**config.mk**
```make
export PLATFORM = sky130hd
export DESIGN_NAME = rank_sort_index_by_key
export DESIGN_NICKNAME = d
export VERILOG_FILES = /design/src/rtl/rsi_pkg.sv /design/src/rtl/rsi_ram.sv /design/src/rtl/rsi_rank_unit.sv /design/src/rtl/rank_sort_index_by_key.sv
export SDC_FILE = /design/constraint.sdc
export NUM_CORES = 2
export LEC_CHECK = 0
export BUFFER_PORTS_ARGS = -buffer_cell sky130_fd_sc_hd__clkbuf_2
export CAP_MARGIN = 20
export CORE_MARGIN = 5
export CORE_UTILIZATION = 24
export CTS_CLUSTER_SIZE = 10
export DETAILED_ROUTE_END_ITERATION = 10
export GPL_TIMING_DRIVEN = 1
export PLACE_DENSITY_LB_ADDON = 0.2
export SYNTH_ARGS = -nofsm -noshare
export SYNTH_HDL_FRONTEND = slang
export SYNTH_SLANG_ARGS = --single-unit
```
**constraint.sdc**
```tcl
create_clock -name clk -period 4.4 [get_ports clk]
set_clock_uncertainty 0.2 [all_clocks]
set_input_delay 1.1 -clock clk [delete_from_list [all_inputs] [get_ports clk]]
set_output_delay 1.1 -clock clk [all_outputs]
set_load 0.005 [all_outputs]
```
**src/rtl/rsi_pkg.sv**
```systemverilog
// Shared types and constants for the rank sort block.
`default_nettype none

package rsi_pkg;

    // Fixed field widths
    localparam int KEY_W  = 31;
    localparam int RANK_W = 6;

    // Control of the shared compare and count unit
    typedef struct packed {
        logic clear;
        logic en;
    } rank_ctl_t;

endpackage : rsi_pkg

`default_nettype wire

```
**src/rtl/rsi_ram.sv**
```systemverilog
// Generic single-write, single-read RAM with registered read data.
`default_nettype none

module rsi_ram #(
    parameter int WIDTH = 31,
    parameter int DEPTH = 64
) (
    input  wire logic                     clk,
    input  wire logic                     we,
    input  wire logic [$clog2(DEPTH)-1:0] waddr,
    input  wire logic [WIDTH-1:0]         wdata,
    input  wire logic [$clog2(DEPTH)-1:0] raddr,
    output logic      [WIDTH-1:0]         rdata
);

    logic [WIDTH-1:0] mem [DEPTH];

    // Write port and registered read port
    always_ff @(posedge clk)
    begin
        if (we)
        begin
            mem[waddr] <= wdata;
        end
        rdata <= mem[raddr];
    end

endmodule : rsi_ram

`default_nettype wire

```
**src/rtl/rsi_rank_unit.sv**
```systemverilog
// Shared comparator and rank counter: counts stored keys that order before the reference key.
`default_nettype none

module rsi_rank_unit #(
    parameter int IDX_W = 6
) (
    input  wire logic                         clk,
    input  wire logic                         rst_n,
    input  wire rsi_pkg::rank_ctl_t           ctl,
    input  wire logic [rsi_pkg::KEY_W-1:0]    key_ref,
    input  wire logic [IDX_W-1:0]             idx_ref,
    input  wire logic [rsi_pkg::KEY_W-1:0]    key_cand,
    input  wire logic [IDX_W-1:0]             idx_cand,
    output logic      [rsi_pkg::RANK_W-1:0]   rank
);

    import rsi_pkg::*;

    logic [RANK_W-1:0] rank_reg;
    logic [RANK_W-1:0] rank_next;
    logic              before_ref;

    // Order by key, then by load position on a tie
    assign before_ref = (key_cand < key_ref) ||
                        ((key_cand == key_ref) && (idx_cand < idx_ref));

    always_comb
    begin
        rank_next = rank_reg;
        if (ctl.clear)
        begin
            rank_next = '0;
        end
        else if (ctl.en && before_ref)
        begin
            rank_next = rank_reg + RANK_W'(1);
        end
    end

    // Hold the running count
    always_ff @(posedge clk or negedge rst_n)
    begin
        if (!rst_n)
        begin
            rank_reg <= '0;
        end
        else
        begin
            rank_reg <= rank_next;
        end
    end

    assign rank = rank_reg;

endmodule : rsi_rank_unit

`default_nettype wire

```
**src/rtl/rank_sort_index_by_key.sv**
```systemverilog
// Top level of the rank sort: key store, sequencer and output beat register.
// Load: one key per cycle; the block is ready on every cycle while loading.
// Ranking: each result comes from one shared comparator scanning the store
//   through its single registered read port; no key is taken until the run ends.
// Reset clears count, overflow flag and sequencer; the key store is not cleared.
`default_nettype none

module rank_sort_index_by_key #(
    parameter int MAX_KEYS = 64
) (
    input  wire logic                        clk,
    input  wire logic                        rst_n,
    input  wire logic                        in_valid,
    output logic                             in_ready,
    input  wire logic [rsi_pkg::KEY_W-1:0]   key,
    input  wire logic                        last,
    output logic                             out_valid,
    input  wire logic                        out_ready,
    output logic      [rsi_pkg::RANK_W-1:0]  rank,
    output logic      [rsi_pkg::KEY_W-1:0]   key_out,
    output logic                             dropped,
    output logic                             end_of_run
);

    import rsi_pkg::*;

    localparam int IDX_W = $clog2(MAX_KEYS);
    localparam int CNT_W = $clog2(MAX_KEYS + 1);

    typedef enum logic [2:0] {
        ST_LOAD,
        ST_FETCH,
        ST_CAPTURE,
        ST_SCAN,
        ST_DRAIN,
        ST_EMIT
    } state_t;

    state_t            state_reg, state_next;
    logic [CNT_W-1:0]  count_reg, count_next;
    logic [CNT_W-1:0]  n_reg, n_next;
    logic              ovf_reg, ovf_next;
    logic [IDX_W-1:0]  i_reg, i_next;
    logic [IDX_W-1:0]  j_reg, j_next;
    logic              rd_pend_reg, rd_pend_next;
    logic [IDX_W-1:0]  rd_idx_reg, rd_idx_next;
    logic [KEY_W-1:0]  key_ref_reg, key_ref_next;

    logic              in_beat;
    logic              out_beat;
    logic              has_room;
    logic              ram_we;
    logic [IDX_W-1:0]  ram_raddr;
    logic [KEY_W-1:0]  ram_rdata;
    logic              j_at_end;
    logic              i_at_end;
    rank_ctl_t         rank_ctl;

    assign in_ready  = (state_reg == ST_LOAD);
    assign out_valid = (state_reg == ST_EMIT);
    assign in_beat   = in_valid && in_ready;
    assign out_beat  = out_valid && out_ready;
    assign has_room  = (count_reg < CNT_W'(MAX_KEYS));
    assign ram_we    = in_beat && has_room;
    assign ram_raddr = (state_reg == ST_FETCH) ? i_reg : j_reg;
    assign j_at_end  = ({{(CNT_W-IDX_W){1'b0}}, j_reg} == (n_reg - CNT_W'(1)));
    assign i_at_end  = ({{(CNT_W-IDX_W){1'b0}}, i_reg} == (n_reg - CNT_W'(1)));

    rsi_ram #(
        .WIDTH (KEY_W),
        .DEPTH (MAX_KEYS)
    ) u_store (
        .clk   (clk),
        .we    (ram_we),
        .waddr (count_reg[IDX_W-1:0]),
        .wdata (key),
        .raddr (ram_raddr),
        .rdata (ram_rdata)
    );

    // Clear the count at the start of each key, count while scan data returns
    assign rank_ctl.clear = (state_reg == ST_CAPTURE);
    assign rank_ctl.en    = rd_pend_reg;

    rsi_rank_unit #(
        .IDX_W (IDX_W)
    ) u_rank (
        .clk      (clk),
        .rst_n    (rst_n),
        .ctl      (rank_ctl),
        .key_ref  (key_ref_reg),
        .idx_ref  (i_reg),
        .key_cand (ram_rdata),
        .idx_cand (rd_idx_reg),
        .rank     (rank)
    );

    // Sequencer next-state logic
    always_comb
    begin
        state_next   = state_reg;
        count_next   = count_reg;
        n_next       = n_reg;
        ovf_next     = ovf_reg;
        i_next       = i_reg;
        j_next       = j_reg;
        key_ref_next = key_ref_reg;
        rd_pend_next = (state_reg == ST_SCAN);
        rd_idx_next  = j_reg;

        unique case (state_reg)
            ST_LOAD:
            begin
                if (in_beat)
                begin
                    if (has_room)
                    begin
                        count_next = count_reg + CNT_W'(1);
                    end
                    else
                    begin
                        ovf_next = 1'b1;
                    end
                    if (last)
                    begin
                        n_next     = has_room ? (count_reg + CNT_W'(1)) : count_reg;
                        i_next     = '0;
                        state_next = ST_FETCH;
                    end
                end
            end
            ST_FETCH:
            begin
                state_next = ST_CAPTURE;
            end
            ST_CAPTURE:
            begin
                key_ref_next = ram_rdata;
                j_next       = '0;
                state_next   = ST_SCAN;
            end
            ST_SCAN:
            begin
                if (j_at_end)
                begin
                    state_next = ST_DRAIN;
                end
                else
                begin
                    j_next = j_reg + IDX_W'(1);
                end
            end
            ST_DRAIN:
            begin
                state_next = ST_EMIT;
            end
            ST_EMIT:
            begin
                if (out_beat)
                begin
                    if (i_at_end)
                    begin
                        count_next = '0;
                        ovf_next   = 1'b0;
                        state_next = ST_LOAD;
                    end
                    else
                    begin
                        i_next     = i_reg + IDX_W'(1);
                        state_next = ST_FETCH;
                    end
                end
            end
            default:
            begin
                state_next = ST_LOAD;
            end
        endcase
    end

    // Hold state and registered outputs
    always_ff @(posedge clk or negedge rst_n)
    begin
        if (!rst_n)
        begin
            state_reg   <= ST_LOAD;
            count_reg   <= '0;
            n_reg       <= '0;
            ovf_reg     <= 1'b0;
            i_reg       <= '0;
            j_reg       <= '0;
            rd_pend_reg <= 1'b0;
        end
        else
        begin
            state_reg   <= state_next;
            count_reg   <= count_next;
            n_reg       <= n_next;
            ovf_reg     <= ovf_next;
            i_reg       <= i_next;
            j_reg       <= j_next;
            rd_pend_reg <= rd_pend_next;
        end
    end

    // Payload registers, no reset
    always_ff @(posedge clk)
    begin
        rd_idx_reg  <= rd_idx_next;
        key_ref_reg <= key_ref_next;
    end

    assign key_out    = key_ref_reg;
    assign dropped    = ovf_reg;
    assign end_of_run = i_at_end;

    // The store never holds more keys than its capacity
    a_count_bound: assert property (@(posedge clk) disable iff (!rst_n)
        count_reg <= CNT_W'(MAX_KEYS))
        else $error("key count exceeds capacity");

    // A ranking run always covers at least one stored key
    a_run_nonempty: assert property (@(posedge clk) disable iff (!rst_n)
        !in_ready |-> (n_reg != '0) && (n_reg <= count_reg))
        else $error("ranking run with bad key total");

    // The key being ranked is one of the stored keys
    a_pos_in_run: assert property (@(posedge clk) disable iff (!rst_n)
        out_valid |-> ({{(CNT_W-IDX_W){1'b0}}, i_reg} < n_reg))
        else $error("ranked position outside the run");

    // The final result beat returns the block to loading with a zero key count and no overflow
    a_run_closes: assert property (@(posedge clk) disable iff (!rst_n)
        out_beat && end_of_run |=> in_ready && (count_reg == '0) && !dropped)
        else $error("run did not close after final beat");

    // Rank of a key stays below the number of keys in its run
    a_rank_bound: assert property (@(posedge clk) disable iff (!rst_n)
        out_valid |-> ({{(CNT_W-RANK_W){1'b0}}, rank} < n_reg))
        else $error("rank out of range");

endmodule : rank_sort_index_by_key

`default_nettype wire

```
[Yosys cells after proc, flatten, opt, wreduce, memory -nomap -nowiden]
Memories as Yosys holds them, arrays and structs flattened. A register that Yosys moved wholly into a read port is not among the register bits.
Cells that the tools add are included.
Cells by class
  add/sub/neg operators: 5
  $lt $le $gt $ge: 3
  equality and inequality tests: 16
  mux-type cells: 28
  reduce and logical (&&, ||, !) cells: 16
Operators with widths (count)
  $mux 6: 8
  $eq 31x31->1: 1
  $lt 31x31->1: 1
  $mux 7: 4
  $pmux 6 s2: 2
  $add 6x1->6 const B: 3
  $pmux 3 s6: 1
  $eq 6x7->1: 2
  $pmux 7 s2: 1
  $mux 3: 4
  $ne 2x1->1 const B: 5
  $reduce_and 5->1: 2
  $reduce_and 4->1: 2
  $add 7x1->7 const B: 1
  $lt 7x7->1 const B: 1
  $mux 1: 7
  $sub 7x1->7 const B: 1
  $eq 3x2->1 const B: 2
  $eq 3x3->1 const B: 2
  $lt 6x6->1: 1
  $ne 2x2->1 const B: 3
  $reduce_bool 2->1: 3
  $logic_and 1x1->1: 5
  $eq 3x1->1 const B: 1
  5 further kinds: 5
Storage, ports and cells
  bits in registers: 74
  RAM bits: 1984
  input bits: 36
  output and inout bits: 41
  word-level logic and storage cells: 79
  memories: 1
Memories
  u_store.mem: words 64, bits a word 31, read ports 1, clocked after memory_dff 1, write ports 1, line rsi_ram.sv:16  | logic [WIDTH-1:0] mem [DEPTH];

[Logic depth before layout (Yosys ltp)]
  word-level depth: 6
  mapped depth: 14

[Hierarchy]
Synthesis repeated with hierarchy kept, for this count alone.
Unflattened totals
  cell total of the unflattened synthesis: 3842
  area, all modules: 80702.4 µm²
Modules (own cells, without submodules)
  rsi_ram: instances 1, cells an instance 3418, area each 76305.7 µm²
  rank_sort_index_by_key: instances 1, cells an instance 264, area each 3124.2 µm²
  rsi_rank_unit: instances 1, cells an instance 160, area each 1272.5 µm²

[Worst setup path after synthesis]
OpenSTA, ideal clock, no wires.
  path type: in2reg
  start point: input in_valid
  end point: memory u_store.mem[63][0], enable pin
  arrival: 3.261 ns
  data required time: 3.781 ns
  slack: 0.520 ns
  cell stages on the path: 4
  path buffers: 0
  path through: nand2_1 > nor2_1 > nand4_1 > nor2_1
Between the ends
  longest elaborated chain between the ends: 4
RTL lines
  start: declaration: line rank_sort_index_by_key.sv:13  | input wire logic in_valid,
  $logic_and 1x1->1: line rank_sort_index_by_key.sv:61  | assign in_beat = in_valid && in_ready;
  $logic_and 1x1->1: line rank_sort_index_by_key.sv:64  | assign ram_we = in_beat && has_room;
  $mux 1: line rsi_ram.sv:21  | if (we)
  $mux 1 (implied by the code): line rsi_ram.sv:23  | mem[waddr] <= wdata;
  end: declaration: line rsi_ram.sv:16
Every way passes these cells.

[Worst setup path after layout]
  start point: register state_reg[2]
  end point: register u_store.rdata[25], read port of u_store.mem
Between the ends
  longest elaborated chain between the ends: 2
RTL lines
  start: declaration: line rank_sort_index_by_key.sv:39  | state_t state_reg, state_next;
  start signal: assignment: line rank_sort_index_by_key.sv:196  | state_reg <= state_next;
  $eq 3x1->1: line rank_sort_index_by_key.sv:65  | assign ram_raddr = (state_reg == ST_FETCH) ? i_reg : j_reg;
  $mux 6: line rank_sort_index_by_key.sv:65
  end: declaration: line rsi_ram.sv:13  | output logic [WIDTH-1:0] rdata
Every way passes these cells.
A chain may end at the register's enable or synchronous reset.

==> impl_results.md <==
* Crit-path max FO at 98
* LEAKAGE at 31.94 nW
* Largest net degree at the start of global routing at approximately 100
* Slew HR at a little over a quarter
* Fin nets at 5575
* Initial antenna violation count at 19
* Multi-input gate area at 0.01826 mm²
* Post-synth ARST share at between 1.5 and 2%
* Biggest register: u_store.mem
* Critical Path End Type: flop
* Worst vdd ir at between 0.4 and 0.5 mV
* Setup ws final at about 230 ps
* First-pass GRT wire length at roughly 380000 µm
* RePlAce Congestion at 0.7620
* Final hold viol count at 0
* CTS clk-pin slew, worst paths at 60 ps
* Placed Cells at about 9800
* Die area at around 0.35 mm²
* Seq/Total Area, Yosys at between 70% and 80%
* Port buffer count at 76
* DRT Pass-1 Iters at 6
* Initial DRC count at 4678
* Vias in the first global route at 47030
* Wirelength, routed at between 200000 and 300000 µm
* Root Driver: clkbuf_16
* Ratio of cells with drive above 1 in the final layout at between 10% and 20%
* Mean Syn Cell Area at around 16 µm²
* RSZ-0062 raised after global routing: no
* Die H at between 500 and 600 µm
* Share of Yosys cell area claimed by the top area cell type at between 70% and 80%
* Final instance area at 0.09751 mm²
* Hold WC Path Type: reg2reg
* Max-cap violations at 0
* YS warnings at 0
* Setup Crit Path Kind: reg2reg
* # fillers at between 30000 and 40000
* Post-Place Setup Slack at -274.5 ps
* Core area at around 0.34 mm²
* Vias at approximately 47000
* Reg-to-reg slack, setup at approximately 230 ps
* Most frequent cells in the layout: edfxtp_1 (2015), nand2_1 (1099), nand3_1 (419)
* Gate Count Post-Synth at 5167
* Number of flops mapped to enable cells by yosys at between 2000 and 2500
* Deepest clock path buffer count at 4
* Prevailing post-synth register cell: edfxtp_1
* CP Launch Type: flop
* Worst Tran Pin Value at between 1000 and 1500 ps
* Post-route ant nets at 0
* IO Count at 77
* Synth area leader: edfxtp_1
* WP data arrival at 4710 ps
* Final Cycle Share at between 90% and 100%
* Synth unique cells at 70
* H-Tree Level Count at 4
* GR Overflow Total at 0
* Clk_lat worst skew at 920 ps
* PD cells at roughly 610 mW/mm²
* Outcome: completed
* Slew Limit Fails at 0
* DP Area at 0.09034 mm²
* Yosys reg bits at 2089
* Reg area at slightly above 0.06 mm²
* Final critical-path required period at about 4200 ps
* Row Count at about 210
* Final cell count without fillers at around 10000
* Initial Utilization at about 24%
* Post-DP HPWL at ~160000 µm
* DRC errors left at 0
* Sink Count at 2089
* Die W at between 500 and 600 µm
* Most common cell after layout, fill and taps aside: edfxtp_1
* DR WL/cell at 27.14 µm
* CTS Buf Count at 245
* Via/cell ratio at roughly 4.7
* Final setup viols at 0
* Mapped cell area at a little over 0.08 mm²
* CTS tree: yes
* Area Growth Syn to Fin at 19.78%
* Number of flip-flops in the largest register at ~2000
* Synth Net Count at 5244
* Worst EP required at between 4000 and 5000 ps
* Tot GR Track Use at ~15%
* Max Fclk at between 0.2 and 0.25 GHz
* Synth top area cells: edfxtp_1 (74%), mux4_2 (5.1%), nand2_1 (5.1%)
## area by class of cell
cell class                      instances  share of cell area, %
Sequential cell                      2089                  63.76
Multi-Input combinational cell       2718                  18.72
Clock buffer                          386                  6.934
Tap cell                             4515                  5.793
Timing Repair Buffer                  392                  4.347
Clock inverter                         17                 0.2284
Inverter                               52                 0.2002
Antenna cell                            4                0.01027
## worst paths after layout
kind | startpoint | end | depth (start not counted)
setup / recovery | state_reg[2] | u_store.rdata[25] | 8
hold / removal | u_store.rdata[0] | key_out[0] | 0
setup reg to reg | state_reg[2] | u_store.rdata[25] | 8
hold reg to reg | u_store.rdata[0] | key_out[0] | 0
max in group asynchronous | rst_n | j_reg[1] | 3
min in group asynchronous | rst_n | rd_pend_reg | 2
## synth_stat cells, types with 26 or more instances
cell type,count
a21oi_1,99
a221oi_1,61
a22oi_1,62
a311oi_1,61
a31oi_1,96
a32oi_1,30
and3_1,97
buf_1,26
buf_2,84
clkbuf_1,166
dfrtp_1,37
dfxtp_1,37
edfxtp_1,2015
ha_1,41
inv_1,50
mux2i_1,65
mux4_2,184
nand2_1,1101
nand3_1,420
nand4_1,50
nor2_1,137
or3_1,33
## cells by family (layout without fill, tap and decap cells)
family / count (synthesis) / after routing / share of synthesized area [%]
flip-flops: 2089 / 2089 / 76.38
AND/OR/NAND/NOR: 1882 / 1882 / 10.05
AO/OA/AOI/OAI: 508 / 508 / 4.585
buffers and inverters: 360 / 847 / 1.983
multiplexers: 255 / 255 / 5.999
adder cells (fa/ha/maj): 41 / 41 / 0.6302
XOR/XNOR: 32 / 32 / 0.3781
other: 0 / 4 / 0
## layer usage
metal  part of all wire, %  routed length (µm)  global-route usage [%]
met3                   5.6               15470                   2.300
met4                   2.1                5724                   3.235
met5                 0.019                  52                       0
met1                    46              126200                   21.96
met2                    47              128600                   24.68
## repair_timing
item	CTS	global route
endpoints found under the hold margin	0	10
pin swaps	1	0
gates resized for setup	1	1
hold buffers	0	1
gates cloned	0	0
setup buffers	3	0
endpoints found under the setup margin	3	1
## through the flow
| step | utilization (%) | setup TNS, ps | power (mW) | hold slack, ps |
|---|---|---|---|---|
| 2_1_floorplan | - | 0 | 34.24 | 142.2 |
| 3_3_place_gp | 26.78 | -486.5 | 42.31 | 265.0 |
| 3_5_place_dp | 26.80 | -373.8 | 42.32 | 259.5 |
| 4_1_cts | 28.88 | 0 | 60.80 | 150.9 |
| 5_1_grt | 28.92 | 0 | 62.88 | 282.4 |
| 6_report | 28.92 | 0 | 59.86 | 271.7 |
## worst max-delay path, cell delays in order (launching register included)
cell and delay (ps):
dfrtp_1 450, or3b_1 600, buf_4 250, mux2_8 360, buf_12 410, mux4_2 400
a22oi_1 370, nand3_1 410, or3_1 470
## report_power, final
group	switching [mW]	total, mW	internal (mW)
combinational	11.6	18.4	6.79
clock	7.78	18.3	10.5
sequential	0.741	23.2	22.5
No activity file was read; power rests on OpenSTA's default activity.
